File: src/rtl/core/cua_pkg.sv
// Package for the CPU utilisation averager: widths, constants, controller
// states and the command/status structs between controller and datapath.
// No dependencies.
`default_nettype none

package cua_pkg;

    localparam int TICK_W     = 64;
    localparam int USAGE_W    = 17;
    localparam int FRAC_BITS  = 16;
    localparam int WINDOW_DEF = 5;

    localparam logic [USAGE_W-1:0] ONE_Q16 = 17'h10000;

    typedef enum logic [3:0] {
        S_IDLE,
        S_BUSY1,
        S_BUSY2,
        S_TOTAL,
        S_DIV_LD,
        S_DIV,
        S_USAGE,
        S_FILL_LD,
        S_FILL,
        S_FILL_END,
        S_RING_RD,
        S_RING_UPD,
        S_AVG_LD,
        S_AVG_ST,
        S_DONE
    } t_state;

    typedef struct packed {
        logic load_in;
        logic add_ns;
        logic add_sys;
        logic add_idle;
        logic div_usage_ld;
        logic div_step;
        logic usage_st;
        logic fill_start;
        logic fill_wr;
        logic fill_end;
        logic ring_rd;
        logic ring_upd;
        logic avg_ld;
        logic avg_st;
        logic out_load;
    } t_cmd;

    typedef struct packed {
        logic primed;
        logic filled;
        logic div_last;
        logic fill_last;
        logic out_free;
    } t_sts;

endpackage

`default_nettype wire

File: src/rtl/core/cua_if.sv
// Valid/ready channel interfaces for snapshot input and usage result output.
// Depends on cua_pkg.
`default_nettype none

interface cua_in_if;
    logic                         valid;
    logic                         ready;
    logic [cua_pkg::TICK_W-1:0]   user_ticks;
    logic [cua_pkg::TICK_W-1:0]   nice_ticks;
    logic [cua_pkg::TICK_W-1:0]   system_ticks;
    logic [cua_pkg::TICK_W-1:0]   idle_ticks;

    modport source (
        output valid, user_ticks, nice_ticks, system_ticks, idle_ticks,
        input  ready
    );
    modport sink (
        input  valid, user_ticks, nice_ticks, system_ticks, idle_ticks,
        output ready
    );
endinterface

interface cua_out_if;
    logic                         valid;
    logic                         ready;
    logic                         sample_valid;
    logic [cua_pkg::USAGE_W-1:0]  last_usage;
    logic [cua_pkg::USAGE_W-1:0]  recent_average;

    modport source (
        output valid, sample_valid, last_usage, recent_average,
        input  ready
    );
    modport sink (
        input  valid, sample_valid, last_usage, recent_average,
        output ready
    );
endinterface

`default_nettype wire

File: src/rtl/core/cua_ctrl.sv
// Controller state machine sequencing one snapshot through the datapath.
// Depends on cua_pkg.
`default_nettype none

module cua_ctrl (
    input  wire logic          i_clk,
    input  wire logic          i_rst_n,
    input  wire logic          i_in_valid,
    input  wire cua_pkg::t_sts i_sts,
    output logic               o_in_ready,
    output cua_pkg::t_cmd      o_cmd
);

    cua_pkg::t_state r_state;
    cua_pkg::t_state n_state;

    always_ff @(posedge i_clk) begin
        if (!i_rst_n) begin
            r_state <= cua_pkg::S_IDLE;
        end else begin
            r_state <= n_state;
        end
    end

    always_comb begin
        n_state = r_state;
        case (r_state)
            cua_pkg::S_IDLE: begin
                if (i_in_valid) begin
                    n_state = i_sts.primed ? cua_pkg::S_BUSY1 : cua_pkg::S_DONE;
                end
            end
            cua_pkg::S_BUSY1:    n_state = cua_pkg::S_BUSY2;
            cua_pkg::S_BUSY2:    n_state = cua_pkg::S_TOTAL;
            cua_pkg::S_TOTAL:    n_state = cua_pkg::S_DIV_LD;
            cua_pkg::S_DIV_LD:   n_state = cua_pkg::S_DIV;
            cua_pkg::S_DIV: begin
                if (i_sts.div_last) begin
                    n_state = cua_pkg::S_USAGE;
                end
            end
            cua_pkg::S_USAGE: begin
                n_state = i_sts.filled ? cua_pkg::S_RING_RD : cua_pkg::S_FILL_LD;
            end
            cua_pkg::S_FILL_LD:  n_state = cua_pkg::S_FILL;
            cua_pkg::S_FILL: begin
                if (i_sts.fill_last) begin
                    n_state = cua_pkg::S_FILL_END;
                end
            end
            cua_pkg::S_FILL_END: n_state = cua_pkg::S_AVG_LD;
            cua_pkg::S_RING_RD:  n_state = cua_pkg::S_RING_UPD;
            cua_pkg::S_RING_UPD: n_state = cua_pkg::S_AVG_LD;
            cua_pkg::S_AVG_LD:   n_state = cua_pkg::S_AVG_ST;
            cua_pkg::S_AVG_ST:   n_state = cua_pkg::S_DONE;
            cua_pkg::S_DONE: begin
                if (i_sts.out_free) begin
                    n_state = cua_pkg::S_IDLE;
                end
            end
            default:             n_state = cua_pkg::S_IDLE;
        endcase
    end

    always_comb begin
        o_cmd      = '0;
        o_in_ready = 1'b0;
        case (r_state)
            cua_pkg::S_IDLE: begin
                o_in_ready    = i_rst_n;
                o_cmd.load_in = i_in_valid && i_rst_n;
            end
            cua_pkg::S_BUSY1:    o_cmd.add_ns       = 1'b1;
            cua_pkg::S_BUSY2:    o_cmd.add_sys      = 1'b1;
            cua_pkg::S_TOTAL:    o_cmd.add_idle     = 1'b1;
            cua_pkg::S_DIV_LD:   o_cmd.div_usage_ld = 1'b1;
            cua_pkg::S_DIV:      o_cmd.div_step     = 1'b1;
            cua_pkg::S_USAGE:    o_cmd.usage_st     = 1'b1;
            cua_pkg::S_FILL_LD:  o_cmd.fill_start   = 1'b1;
            cua_pkg::S_FILL:     o_cmd.fill_wr      = 1'b1;
            cua_pkg::S_FILL_END: o_cmd.fill_end     = 1'b1;
            cua_pkg::S_RING_RD:  o_cmd.ring_rd      = 1'b1;
            cua_pkg::S_RING_UPD: o_cmd.ring_upd     = 1'b1;
            cua_pkg::S_AVG_LD:   o_cmd.avg_ld       = 1'b1;
            cua_pkg::S_AVG_ST:   o_cmd.avg_st       = 1'b1;
            cua_pkg::S_DONE:     o_cmd.out_load     = i_sts.out_free;
            default: begin
                o_cmd      = '0;
                o_in_ready = 1'b0;
            end
        endcase
    end

endmodule

`default_nettype wire

File: src/rtl/core/cua_datapath.sv
// Datapath: tick deltas, serial restoring divider for the usage, reciprocal
// multiply for the mean, usage ring memory, running sum and output register.
// Depends on cua_pkg.
`default_nettype none

module cua_datapath #(
    parameter int WINDOW = cua_pkg::WINDOW_DEF
) (
    input  wire logic                          i_clk,
    input  wire logic                          i_rst_n,
    input  wire cua_pkg::t_cmd                 i_cmd,
    output cua_pkg::t_sts                      o_sts,
    input  wire logic [cua_pkg::TICK_W-1:0]    i_user_ticks,
    input  wire logic [cua_pkg::TICK_W-1:0]    i_nice_ticks,
    input  wire logic [cua_pkg::TICK_W-1:0]    i_system_ticks,
    input  wire logic [cua_pkg::TICK_W-1:0]    i_idle_ticks,
    input  wire logic                          i_out_ready,
    output logic                               o_out_valid,
    output logic                               o_sample_valid,
    output logic [cua_pkg::USAGE_W-1:0]        o_last_usage,
    output logic [cua_pkg::USAGE_W-1:0]        o_recent_average
);

    localparam int TW     = cua_pkg::TICK_W;
    localparam int UW     = cua_pkg::USAGE_W;
    localparam int IDX_W  = (WINDOW > 1) ? $clog2(WINDOW) : 1;
    localparam int SUM_W  = $clog2(WINDOW) + UW;
    localparam int STEP_W = $clog2(SUM_W + 1);

    localparam int     AVG_SH  = SUM_W + $clog2(WINDOW);
    localparam int     RCP_W   = AVG_SH + 1;
    localparam int     PROD_W  = SUM_W + RCP_W;
    localparam longint RCP_VAL = ((longint'(1) << AVG_SH) + longint'(WINDOW) - 1)
                                 / longint'(WINDOW);
    localparam logic [RCP_W-1:0] RCP = RCP_W'(RCP_VAL);

    localparam logic [IDX_W-1:0] IDX_LAST = IDX_W'(WINDOW - 1);

    logic [TW-1:0]     r_prev_user, r_prev_nice, r_prev_system, r_prev_idle;
    logic [TW-1:0]     r_du, r_dn, r_ds, r_di;
    logic [TW-1:0]     r_busy, r_total;
    logic [TW-1:0]     r_rem, r_den;
    logic [SUM_W-1:0]  r_quo;
    logic [STEP_W-1:0] r_step, r_div_len;
    logic              r_spec;
    logic [UW-1:0]     r_spec_val;
    logic [UW-1:0]     r_usage;
    logic [UW-1:0]     r_avg;
    logic [UW-1:0]     r_ring [WINDOW];
    logic [UW-1:0]     r_rd_data;
    logic [IDX_W-1:0]  r_fill_idx;
    logic [IDX_W-1:0]  r_idx;
    logic [SUM_W-1:0]  r_sum;
    logic              r_primed, r_filled, r_sample;
    logic [UW-1:0]     r_latest_usage, r_latest_avg;
    logic              r_out_valid;
    logic              r_out_sample;
    logic [UW-1:0]     r_out_usage, r_out_avg;

    logic [TW:0]       rem_sh;
    logic              take;
    logic [TW:0]       rem_sub;
    logic [IDX_W-1:0]  idx_next;
    logic              wr_en;
    logic [IDX_W-1:0]  wr_addr;
    logic [PROD_W-1:0] avg_prod;

    assign rem_sh   = {r_rem, r_quo[SUM_W-1]};
    assign rem_sub  = rem_sh - {1'b0, r_den};
    assign take     = !rem_sub[TW];
    assign idx_next = (r_idx == IDX_LAST) ? '0 : r_idx + 1'b1;
    assign wr_en    = i_cmd.fill_wr || i_cmd.ring_upd;
    assign wr_addr  = i_cmd.fill_wr ? r_fill_idx : r_idx;
    assign avg_prod = PROD_W'(r_sum) * PROD_W'(RCP);

    // deltas and busy/total
    always_ff @(posedge i_clk) begin
        if (i_cmd.load_in) begin
            r_du          <= i_user_ticks   - r_prev_user;
            r_dn          <= i_nice_ticks   - r_prev_nice;
            r_ds          <= i_system_ticks - r_prev_system;
            r_di          <= i_idle_ticks   - r_prev_idle;
            r_prev_user   <= i_user_ticks;
            r_prev_nice   <= i_nice_ticks;
            r_prev_system <= i_system_ticks;
            r_prev_idle   <= i_idle_ticks;
        end
        if (i_cmd.add_ns) begin
            r_busy <= r_du + r_dn;
        end
        if (i_cmd.add_sys) begin
            r_busy <= r_busy + r_ds;
        end
        if (i_cmd.add_idle) begin
            r_total <= r_busy + r_di;
        end
    end

    // restoring divider for the usage fraction
    always_ff @(posedge i_clk) begin
        if (i_cmd.div_usage_ld) begin
            r_rem      <= r_busy;
            r_den      <= r_total;
            r_quo      <= '0;
            r_step     <= '0;
            r_div_len  <= STEP_W'(cua_pkg::FRAC_BITS);
            r_spec     <= (r_total == '0) || (r_busy >= r_total);
            r_spec_val <= (r_total == '0) ? '0 : cua_pkg::ONE_Q16;
        end else if (i_cmd.div_step) begin
            r_rem  <= take ? rem_sub[TW-1:0] : rem_sh[TW-1:0];
            r_quo  <= {r_quo[SUM_W-2:0], take};
            r_step <= r_step + 1'b1;
        end
        if (i_cmd.usage_st) begin
            r_usage <= r_spec ? r_spec_val : r_quo[UW-1:0];
        end
        if (i_cmd.avg_ld) begin
            r_avg <= avg_prod[AVG_SH +: UW];
        end
    end

    // usage ring
    always_ff @(posedge i_clk) begin
        if (wr_en) begin
            r_ring[wr_addr] <= r_usage;
        end
        if (i_cmd.ring_rd) begin
            r_rd_data <= r_ring[idx_next];
        end
    end

    always_ff @(posedge i_clk) begin
        if (i_cmd.fill_start) begin
            r_fill_idx <= '0;
        end else if (i_cmd.fill_wr) begin
            r_fill_idx <= r_fill_idx + 1'b1;
        end
    end

    always_ff @(posedge i_clk) begin
        if (!i_rst_n) begin
            r_primed       <= 1'b0;
            r_filled       <= 1'b0;
            r_sample       <= 1'b0;
            r_idx          <= '0;
            r_sum          <= '0;
            r_latest_usage <= '0;
            r_latest_avg   <= '0;
            r_out_valid    <= 1'b0;
        end else begin
            if (i_cmd.load_in) begin
                r_sample <= r_primed;
                r_primed <= 1'b1;
            end
            if (i_cmd.fill_start) begin
                r_sum <= '0;
            end else if (i_cmd.fill_wr) begin
                r_sum <= r_sum + SUM_W'(r_usage);
            end else if (i_cmd.ring_upd) begin
                r_sum <= r_sum - SUM_W'(r_rd_data) + SUM_W'(r_usage);
            end
            if (i_cmd.fill_end) begin
                r_filled <= 1'b1;
                r_idx    <= idx_next;
            end else if (i_cmd.ring_rd) begin
                r_idx <= idx_next;
            end
            if (i_cmd.avg_st) begin
                r_latest_usage <= r_usage;
                r_latest_avg   <= r_avg;
            end
            if (i_cmd.out_load) begin
                r_out_valid <= 1'b1;
            end else if (i_out_ready) begin
                r_out_valid <= 1'b0;
            end
        end
    end

    always_ff @(posedge i_clk) begin
        if (i_cmd.out_load) begin
            r_out_sample <= r_sample;
            r_out_usage  <= r_latest_usage;
            r_out_avg    <= r_latest_avg;
        end
    end

    assign o_sts.primed    = r_primed;
    assign o_sts.filled    = r_filled;
    assign o_sts.div_last  = (r_step == r_div_len - 1'b1);
    assign o_sts.fill_last = (r_fill_idx == IDX_LAST);
    assign o_sts.out_free  = !r_out_valid;

    assign o_out_valid      = r_out_valid;
    assign o_sample_valid   = r_out_sample;
    assign o_last_usage     = r_out_usage;
    assign o_recent_average = r_out_avg;

endmodule

`default_nettype wire

File: src/rtl/core/cpu_utilization_averager.sv
// A priming item only sets the baseline; its result has sample_valid low. A later
// item runs the deltas, usage divider and average; the first sample fills the ring.
// One item at a time, the 16-step serial usage divider setting the pace; a result
// waits while the output register is full, and it is held while the next snapshot
// is taken. Synchronous active-low reset clears the status flags, ring index, sum
// and latest results; the tick baseline and ring contents are not reset.
`default_nettype none

module cpu_utilization_averager #(
    parameter int WINDOW = cua_pkg::WINDOW_DEF
) (
    input  wire logic  i_clk,
    input  wire logic  i_rst_n,
    cua_in_if.sink     i_in,
    cua_out_if.source  o_out
);

    cua_pkg::t_cmd cmd;
    cua_pkg::t_sts sts;
    logic          in_ready;

    cua_ctrl u_ctrl (
        .i_clk      (i_clk),
        .i_rst_n    (i_rst_n),
        .i_in_valid (i_in.valid),
        .i_sts      (sts),
        .o_in_ready (in_ready),
        .o_cmd      (cmd)
    );

    cua_datapath #(
        .WINDOW (WINDOW)
    ) u_datapath (
        .i_clk            (i_clk),
        .i_rst_n          (i_rst_n),
        .i_cmd            (cmd),
        .o_sts            (sts),
        .i_user_ticks     (i_in.user_ticks),
        .i_nice_ticks     (i_in.nice_ticks),
        .i_system_ticks   (i_in.system_ticks),
        .i_idle_ticks     (i_in.idle_ticks),
        .i_out_ready      (o_out.ready),
        .o_out_valid      (o_out.valid),
        .o_sample_valid   (o_out.sample_valid),
        .o_last_usage     (o_out.last_usage),
        .o_recent_average (o_out.recent_average)
    );

    assign i_in.ready = in_ready;

endmodule

`default_nettype wire
File: src/flat_wrapper.sv
// flat-port wrapper written by rule: the top's interface ports become plain ports
module cpu_utilization_averager_flat 
#(
    parameter int WINDOW = cua_pkg::WINDOW_DEF
)
  (i_clk, i_rst_n, i_in_valid, i_in_user_ticks, i_in_nice_ticks, i_in_system_ticks, i_in_idle_ticks, i_in_ready, o_out_valid, o_out_sample_valid, o_out_last_usage, o_out_recent_average, o_out_ready);
  cua_in_if i_in_i ();
  cua_out_if o_out_i ();
  input  wire logic i_clk;
  input  wire logic i_rst_n;
  input wire logic [$bits(i_in_i.valid)-1:0] i_in_valid;
  input wire logic [$bits(i_in_i.user_ticks)-1:0] i_in_user_ticks;
  input wire logic [$bits(i_in_i.nice_ticks)-1:0] i_in_nice_ticks;
  input wire logic [$bits(i_in_i.system_ticks)-1:0] i_in_system_ticks;
  input wire logic [$bits(i_in_i.idle_ticks)-1:0] i_in_idle_ticks;
  output wire logic [$bits(i_in_i.ready)-1:0] i_in_ready;
  output wire logic [$bits(o_out_i.valid)-1:0] o_out_valid;
  output wire logic [$bits(o_out_i.sample_valid)-1:0] o_out_sample_valid;
  output wire logic [$bits(o_out_i.last_usage)-1:0] o_out_last_usage;
  output wire logic [$bits(o_out_i.recent_average)-1:0] o_out_recent_average;
  input wire logic [$bits(o_out_i.ready)-1:0] o_out_ready;
  assign i_in_i.valid = i_in_valid;
  assign i_in_i.user_ticks = i_in_user_ticks;
  assign i_in_i.nice_ticks = i_in_nice_ticks;
  assign i_in_i.system_ticks = i_in_system_ticks;
  assign i_in_i.idle_ticks = i_in_idle_ticks;
  assign i_in_ready = i_in_i.ready;
  assign o_out_valid = o_out_i.valid;
  assign o_out_sample_valid = o_out_i.sample_valid;
  assign o_out_last_usage = o_out_i.last_usage;
  assign o_out_recent_average = o_out_i.recent_average;
  assign o_out_i.ready = o_out_ready;
  cpu_utilization_averager #(.WINDOW(WINDOW)) u_core (.i_clk(i_clk), .i_rst_n(i_rst_n), .i_in(i_in_i), .o_out(o_out_i));
endmodule
File: config.mk
export PLATFORM = sky130hd
export DESIGN_NAME = cpu_utilization_averager_flat
export DESIGN_NICKNAME = d
export VERILOG_FILES = /design/src/rtl/core/cua_pkg.sv /design/src/rtl/core/cua_if.sv /design/src/rtl/core/cua_ctrl.sv /design/src/rtl/core/cua_datapath.sv /design/src/rtl/core/cpu_utilization_averager.sv /design/src/flat_wrapper.sv
export SDC_FILE = /design/constraint.sdc
export NUM_CORES = 2
export LEC_CHECK = 0
export BUFFER_PORTS_ARGS = -buffer_cell sky130_fd_sc_hd__buf_4
export CAP_MARGIN = 5
export CORE_MARGIN = 1.5
export CORE_UTILIZATION = 49
export CTS_CLUSTER_DIAMETER = 80
export CTS_CLUSTER_SIZE = 20
export DETAILED_ROUTE_END_ITERATION = 16
export PLACE_DENSITY = 0.66
export SYNTH_ARGS = -nofsm -noshare
export SYNTH_HDL_FRONTEND = slang
export SYNTH_SLANG_ARGS = --single-unit
File: constraint.sdc
create_clock -name i_clk -period 19.1 [get_ports i_clk]
set_input_delay 2.865 -clock i_clk [delete_from_list [all_inputs] [get_ports i_clk]]
set_output_delay 2.865 -clock i_clk [all_outputs]
set_load 0.02 [all_outputs]
# --- Yosys cells after proc, flatten, opt, wreduce, memory -nomap -nowiden ---
# Memory sizes are Yosys's and may differ from the RTL's. A register that Yosys moved wholly into a read port is not among the register bits.
# Index checks and enable logic that the tools add are counted.
# W data, S select, Z words.
op_classes:
  n_addsub: 14
  mul: 1
  order_cmp: 1
  n_eq_ne: 21
  n_mux: 40
  bitwise_logic: 1
  reduce_logical: 15
ops:
  columns: ["operator", "n"]
  rows:
  - ["$mux W64", 5]
  - ["$sub A64 B64 Y64", 4]
  - ["$add A64 B64 Y64", 3]
  - ["$sub A65 B64 Y65", 1]
  - ["$ge A64 B64 Y1", 1]
  - ["$logic_not A64 Y1", 1]
  - ["$pmux W4 S14", 1]
  - ["$add A20 B17 Y20", 2]
  - ["$mux W20", 2]
  - ["$mul A20 B20 Y39 const B", 1]
  - ["$mux W17", 2]
  - ["$eq A4 B4 Y1 const B", 7]
  - ["$mux W4", 6]
  - ["$mux W1", 20]
  - ["$sub A20 B17 Y20", 1]
  - ["$eq A4 B3 Y1 const B", 4]
  - ["$mux W3", 4]
  - ["$reduce_bool A2 Y1", 5]
  - ["$eq A4 B2 Y1 const B", 2]
  - ["$add A3 B1 Y3 const B", 2]
  - ["$eq A3 B3 Y1 const B", 2]
  - ["$add A5 B1 Y5 const B", 1]
  - ["$eq A5 B4 Y1 const B", 1]
  - ["$eq A4 B1 Y1 const B", 1]
  - ["9 further kinds", 14]
totals:
  regBits: 948
  ramBits: 85
  output_inout_bits: 37
  n_memories: 1
memory_table:
  columns: ["name", "depth", "word_bits", "rd", "rd_ports_with_merged_regs", "wr", "line_no", "text"]
  rows:
  - ["u_core.u_datapath.r_ring", 5, 17, 1, 1, 1, "cua_datapath.sv:49", "logic [UW-1:0] r_ring [WINDOW];"]

# --- Depth between registers and ports, before layout ---
depth:
  word_depth: 5
  depth_mapped: 25

# --- Modules after synthesis ---
# From an unflattened synthesis, not the netlist that was laid out.
unflattened:
  cells_unflattened: 7318
  hier_area_um2: 74734.2
by_module_without_submodules:
  columns: ["module", "n_inst", "cells_each", "area_each_um2", "seq_area_each_um2"]
  rows:
  - ["cua_datapath", 1, 7245, 74228.7, 30038.8]
  - ["cua_ctrl", 1, 73, 505.5, 80.1]

# --- Worst setup path before layout ---
# No wires, ideal clock.
synth_path:
  kind: "input to register"
  start: "input port i_rst_n"
  end: "register u_core.u_datapath.r_di[0], enable pin"
  setup_ns: 0.859
  t_arrival_ns: 13.395
  required_ns: 18.241
  path_slack_ns: 4.845
  path_stages: 4
  path_cell_list: "clkbuf_1 > and3_1 > nand2_1 > inv_1"
synth_rtl:
  columns: ["element", "line_no", "text"]
  rows:
  - ["from (decl)", "flat_wrapper.sv:10", "input wire logic i_rst_n;"]
  - ["to (signal assigned)", "cua_datapath.sv:82", "r_di <= i_idle_ticks - r_prev_idle;"]
  - ["to (decl)", "cua_datapath.sv:40", "logic [TW-1:0] r_du, r_dn, r_ds, r_di;"]

# --- Final worst setup path ---
layout_path:
  start: "register u_core.u_datapath.r_sum[5]"
  end: "register u_core.u_datapath.r_avg[8] (data pin)"
layout_between:
  elab_chain_cells: 1
layout_lines:
  columns: ["element", "line_no", "text"]
  rows:
  - ["from (decl)", "cua_datapath.sv:53", "logic [SUM_W-1:0] r_sum;"]
  - ["from (signal assigned)", "cua_datapath.sv:158", "r_sum <= r_sum + SUM_W'(r_usage);"]
  - ["from (signal assigned)", "cua_datapath.sv:160", "r_sum <= r_sum - SUM_W'(r_rd_data) + SUM_W'(r_usage);"]
  - ["$mul A20 B20 Y39", "cua_datapath.sv:74", "assign avg_prod = PROD_W'(r_sum) * PROD_W'(RCP);"]
  - ["named net u_core.u_datapath.avg_prod[31]", "cua_datapath.sv:66", "logic [PROD_W-1:0] avg_prod;"]
  - ["to (signal assigned)", "cua_datapath.sv:118", "r_avg <= avg_prod[AVG_SH +: UW];"]
  - ["to (decl)", "cua_datapath.sv:48", "logic [UW-1:0] r_avg;"]
# The timed path passes the listed nets, and every way through them passes these cells.
# A chain may end at the register's enable or synchronous reset.

==> results.md <==
* Synthesized cell area at 75120 sq um
* Fmax at 145.8 MHz
* CTS tree: built
* DP Wirelength at 156800 microns
* Core area at between 150000 and 200000 sq um
* Post-synth cell types at 99
* Clk slew on worst S/H paths at 0.09 ns
* EDFF count, synth at 941
* DIE AREA at 155700 sq um
* Run status: completed
* Final hold vios at 0
* Port Buffers at a little under 300
* CTS Buf Count at 75
* Delay-heaviest family, CP: adder cells
* Synthesized netlist net count at around 8800
* RSZ-0062 raised after global routing: false
* Worst r2r path cells at 23
* Root Buffer: clkbuf_16
* Slew Limit Fails at 0
* Min-Delay Path Class: reg -> reg
* Reg power frac at between 20% and 30%
* Cell Rows at roughly 140
* CP Data Required Time at 19.58 ns
* Worst path depth at 23
* Worst Path Arrival at 7.34 ns
* First-pass GRT wire length at 308400 microns
* Worst Setup End Kind: flip-flop
* Hold-fix buffers, CTS at 0
* Via count at approximately 57000
* Leakage at 35.57 nW
* Fraction of registers with async set or reset after synthesis at 0%
* Switch Pwr at ~5.8 mW
* Pin count of the biggest net entering global routing at between 150 and 200
* WHS Path Cells at 0
* Worst path bufs/invs at 4
* Critical path's slowest cell: dfxtp_1
* Crit path top cell by count: fa_1
* Top cell type's share of synthesized area at 37.62%
* Setup bufs post-CTS at 0
* Worst-path cell chain: ha_1 > fa_1 > ha_1 > inv_1 > fa_1 > inv_1 > fa_1 > fa_1 > inv_1 > fa_1 > inv_1 > ha_1 > a21o_1 > a211oi_1 > a2111oi_0 > a22oi_1 > a21oi_1 > nor2_1 > o21ai_0 > o21a_1 > o21a_1 > nor2_1 > xnor2_1
* Max-Cap Viols at 0
* CTS sink count at 1034
* DR WL/cell at 20.17 microns
* Syn_area_per_cell at 9.907 sq um
* CP Class: reg -> reg
* Net Sw Frac at 44.92%
* PwrDens at 157.5 nW/um^2
* Tcrit/Tclk final at 35.90%
* Worst clock skew at about 0.038 ns
* Slew headroom at between 20% and 30%
* Clk_lat worst skew at 0.72 ns
* Area leader, netlist: edfxtp_1
* Total track usage at 25.07%
* Drt pass-1 iters at 6
* Ys Warns at 0
* Crit-path max FO at 8
* Nets at 8985
* Area contributors post-synth: edfxtp_1, ha_1, a21oi_1, fa_1, inv_1
* Vias per inst at between 5 and 6
* Worst setup SP type: flip-flop
* Predominant post-synthesis flop cell: edfxtp_1
* Htree depth at 3
* Maximum vdd drop at 0.1671 mV
* Final setup fails at 0
* Top post-synthesis cells by count: edfxtp_1, ha_1, inv_1
* Tightest Pin Transition at 1.154 ns
* GR Overflow Total at 0
* P_int at 7.096 mW
* Setup TNS at 0 ns
* GP Congestion at 0.9616
* Most common cell in the netlist: edfxtp_1
* Vias in the first global route at 55063
* Bufs on Longest Clock Path at 3
* Final Total Pwr at 12.88 mW
* Share of cells above drive strength 1 at 6.988%
* WL final at approximately 200000 microns
* Max incr delay on CP at 0.64 ns
* # DRC at 0
* Tmin final at roughly 6.9 ns
* I/O pin cnt at 297
* Comb power frac at 58.8%
* Seq cells post-synth at 1034
* Sequential-to-total area share from yosys stat at 40.10%
* Initial antenna violation count at 4
* Area growth, synth to finish at 8.889%
* Clock power frac at between 10% and 20%
* Die X at 394.5 microns
* Starting Density at 49.39%
* CTS resizes at 0
* Initial DRC Count at 5398
* Vert. Die Dim at 394.5 microns
* Syn Inst Count at between 7000 and 8000
* Post-DRT Antenna Nets at 0
layout make-up:
class / instances / area (sq um)
fill: 13655 / 70290
multi-input combinational: 5529 / 41170
sequential: 1034 / 30120
inverter: 789 / 2972
tap: 2030 / 2540
timing repair buffer: 331 / 2497
clock buffer: 90 / 1954
clock inverter: 40 / 534.3
antenna: 2 / 5.005
per-layer routing:
layer	vias to the layer above	GRT usage, %	part of all wire [%]
met5	-	0	0.0065
met4	2	8.352	3.5
met3	311	3.150	6.1
met2	1677	37.39	42
met1	27291	37.50	48
li1	27815	-	-
kinds of logic after synthesis:
| group | count (synthesis) | synth area share (%) |
|---|---|---|
| and+or+nand+nor | 1805 | 11.56 |
| buffers and inverters | 1019 | 5.190 |
| AOI/OAI and AO/OA | 2203 | 18.97 |
| DFF | 1034 | 40.10 |
| muxes | 35 | 0.4697 |
| xor gates and xnor gates | 521 | 6.075 |
| adders and majority gates | 965 | 17.64 |
placed cells by master (no fill, tap or decap), types with 21 or more instances in the layout:
cell and instances:
o21ai_0 386, a21o_1 379, xnor2_1 323, edfxtp_1 941, nor2b_1 112, clkbuf_16 76
o31ai_1 40, nand2b_1 99, o221ai_1 29, a21oi_1 676, buf_4 330, a31oi_1 80
or3_1 26, nor3_1 79, nand4_1 113, inv_1 786, or2_2 21, mux2i_1 33
and2_1 52, a221oi_1 25, o21bai_1 78, nand2_1 566, o211ai_1 54, and3_1 82
a211oi_1 65, a21boi_0 59, nand3_1 145, xor2_1 198, ha_1 808, fa_1 157
and4_1 22, nor4_1 31, nor2_1 409, dfxtp_1 93, o21a_1 81
final timing paths:
check | from | to | slack, ns
worst max-delay path | u_core.u_datapath.r_sum[5]$_SDFFE_PP0P_ | u_core.u_datapath.r_avg[8]$_DFFE_PP_ | 12.24
worst min-delay path | u_core.u_datapath.r_latest_usage[13]$_SDFFE_PN0P_ | u_core.u_datapath.o_last_usage[13]$_DFFE_PP_ | 0.42
worst min register to register | u_core.u_datapath.r_latest_usage[13]$_SDFFE_PN0P_ | u_core.u_datapath.o_last_usage[13]$_DFFE_PP_ | 0.42
worst max register to register | u_core.u_datapath.r_sum[5]$_SDFFE_PP0P_ | u_core.u_datapath.r_avg[8]$_DFFE_PP_ | 12.24
power groups by stage:
stage          clock network, mW  logic (mW)  registers (mW)
2_1_floorplan                  0        5.65            3.53
3_3_place_gp                   0        7.38            3.63
3_5_place_dp                   0        7.47            3.64
4_1_cts                     1.74        7.55            3.59
5_1_grt                     1.81        8.53            3.64
6_report                    1.70        7.58            3.61
per-stage QoR:
stage / cells / utilization, % / hold WS, ns / setup WS, ns / instance area, sq um
5_1_grt: 9845 / 53.78 / 0.4358 / 11.82 / 81800
3_5_place_dp: 9713 / 52.14 / 0.4175 / 12.29 / 79300
3_3_place_gp: 9713 / 52.14 / 0.4155 / 12.32 / 79300
4_1_cts: 9843 / 53.78 / 0.4252 / 12.27 / 81790
2_1_floorplan: 7582 / - / 0.4081 / 4.845 / 75120
6_report: 9845 / 53.78 / 0.4233 / 12.24 / 81800
worst register-to-register path: stages (launching register included):
cell and delay (ns):
dfxtp_1 0.64, ha_1 0.40, fa_1 0.47, ha_1 0.29, inv_1 0.06, fa_1 0.51
inv_1 0.06, fa_1 0.48, fa_1 0.49, inv_1 0.05, fa_1 0.47, inv_1 0.05
ha_1 0.29, a21o_1 0.16, a211oi_1 0.55, a2111oi_0 0.25, a22oi_1 0.30, a21oi_1 0.21
nor2_1 0.16, o21ai_0 0.16, o21a_1 0.22, o21a_1 0.18, nor2_1 0.11, xnor2_1 0.07
flip-flops by register name, indices dropped and copies added (netlist names), 20 cells and up:
name,flops
u_core.u_datapath.r_ring,85
u_core.u_datapath.r_quo,20
u_core.u_datapath.r_prev_nice,64
u_core.u_datapath.r_total,64
u_core.u_datapath.r_sum,20
u_core.u_datapath.r_rem,64
u_core.u_datapath.r_prev_system,64
u_core.u_datapath.r_du,64
u_core.u_datapath.r_dn,64
u_core.u_datapath.r_prev_idle,64
u_core.u_datapath.r_prev_user,64
u_core.u_datapath.r_busy,64
u_core.u_datapath.r_den,64
u_core.u_datapath.r_di,64
u_core.u_datapath.r_ds,64
Note: power is estimated with default switching activity, not from simulation.
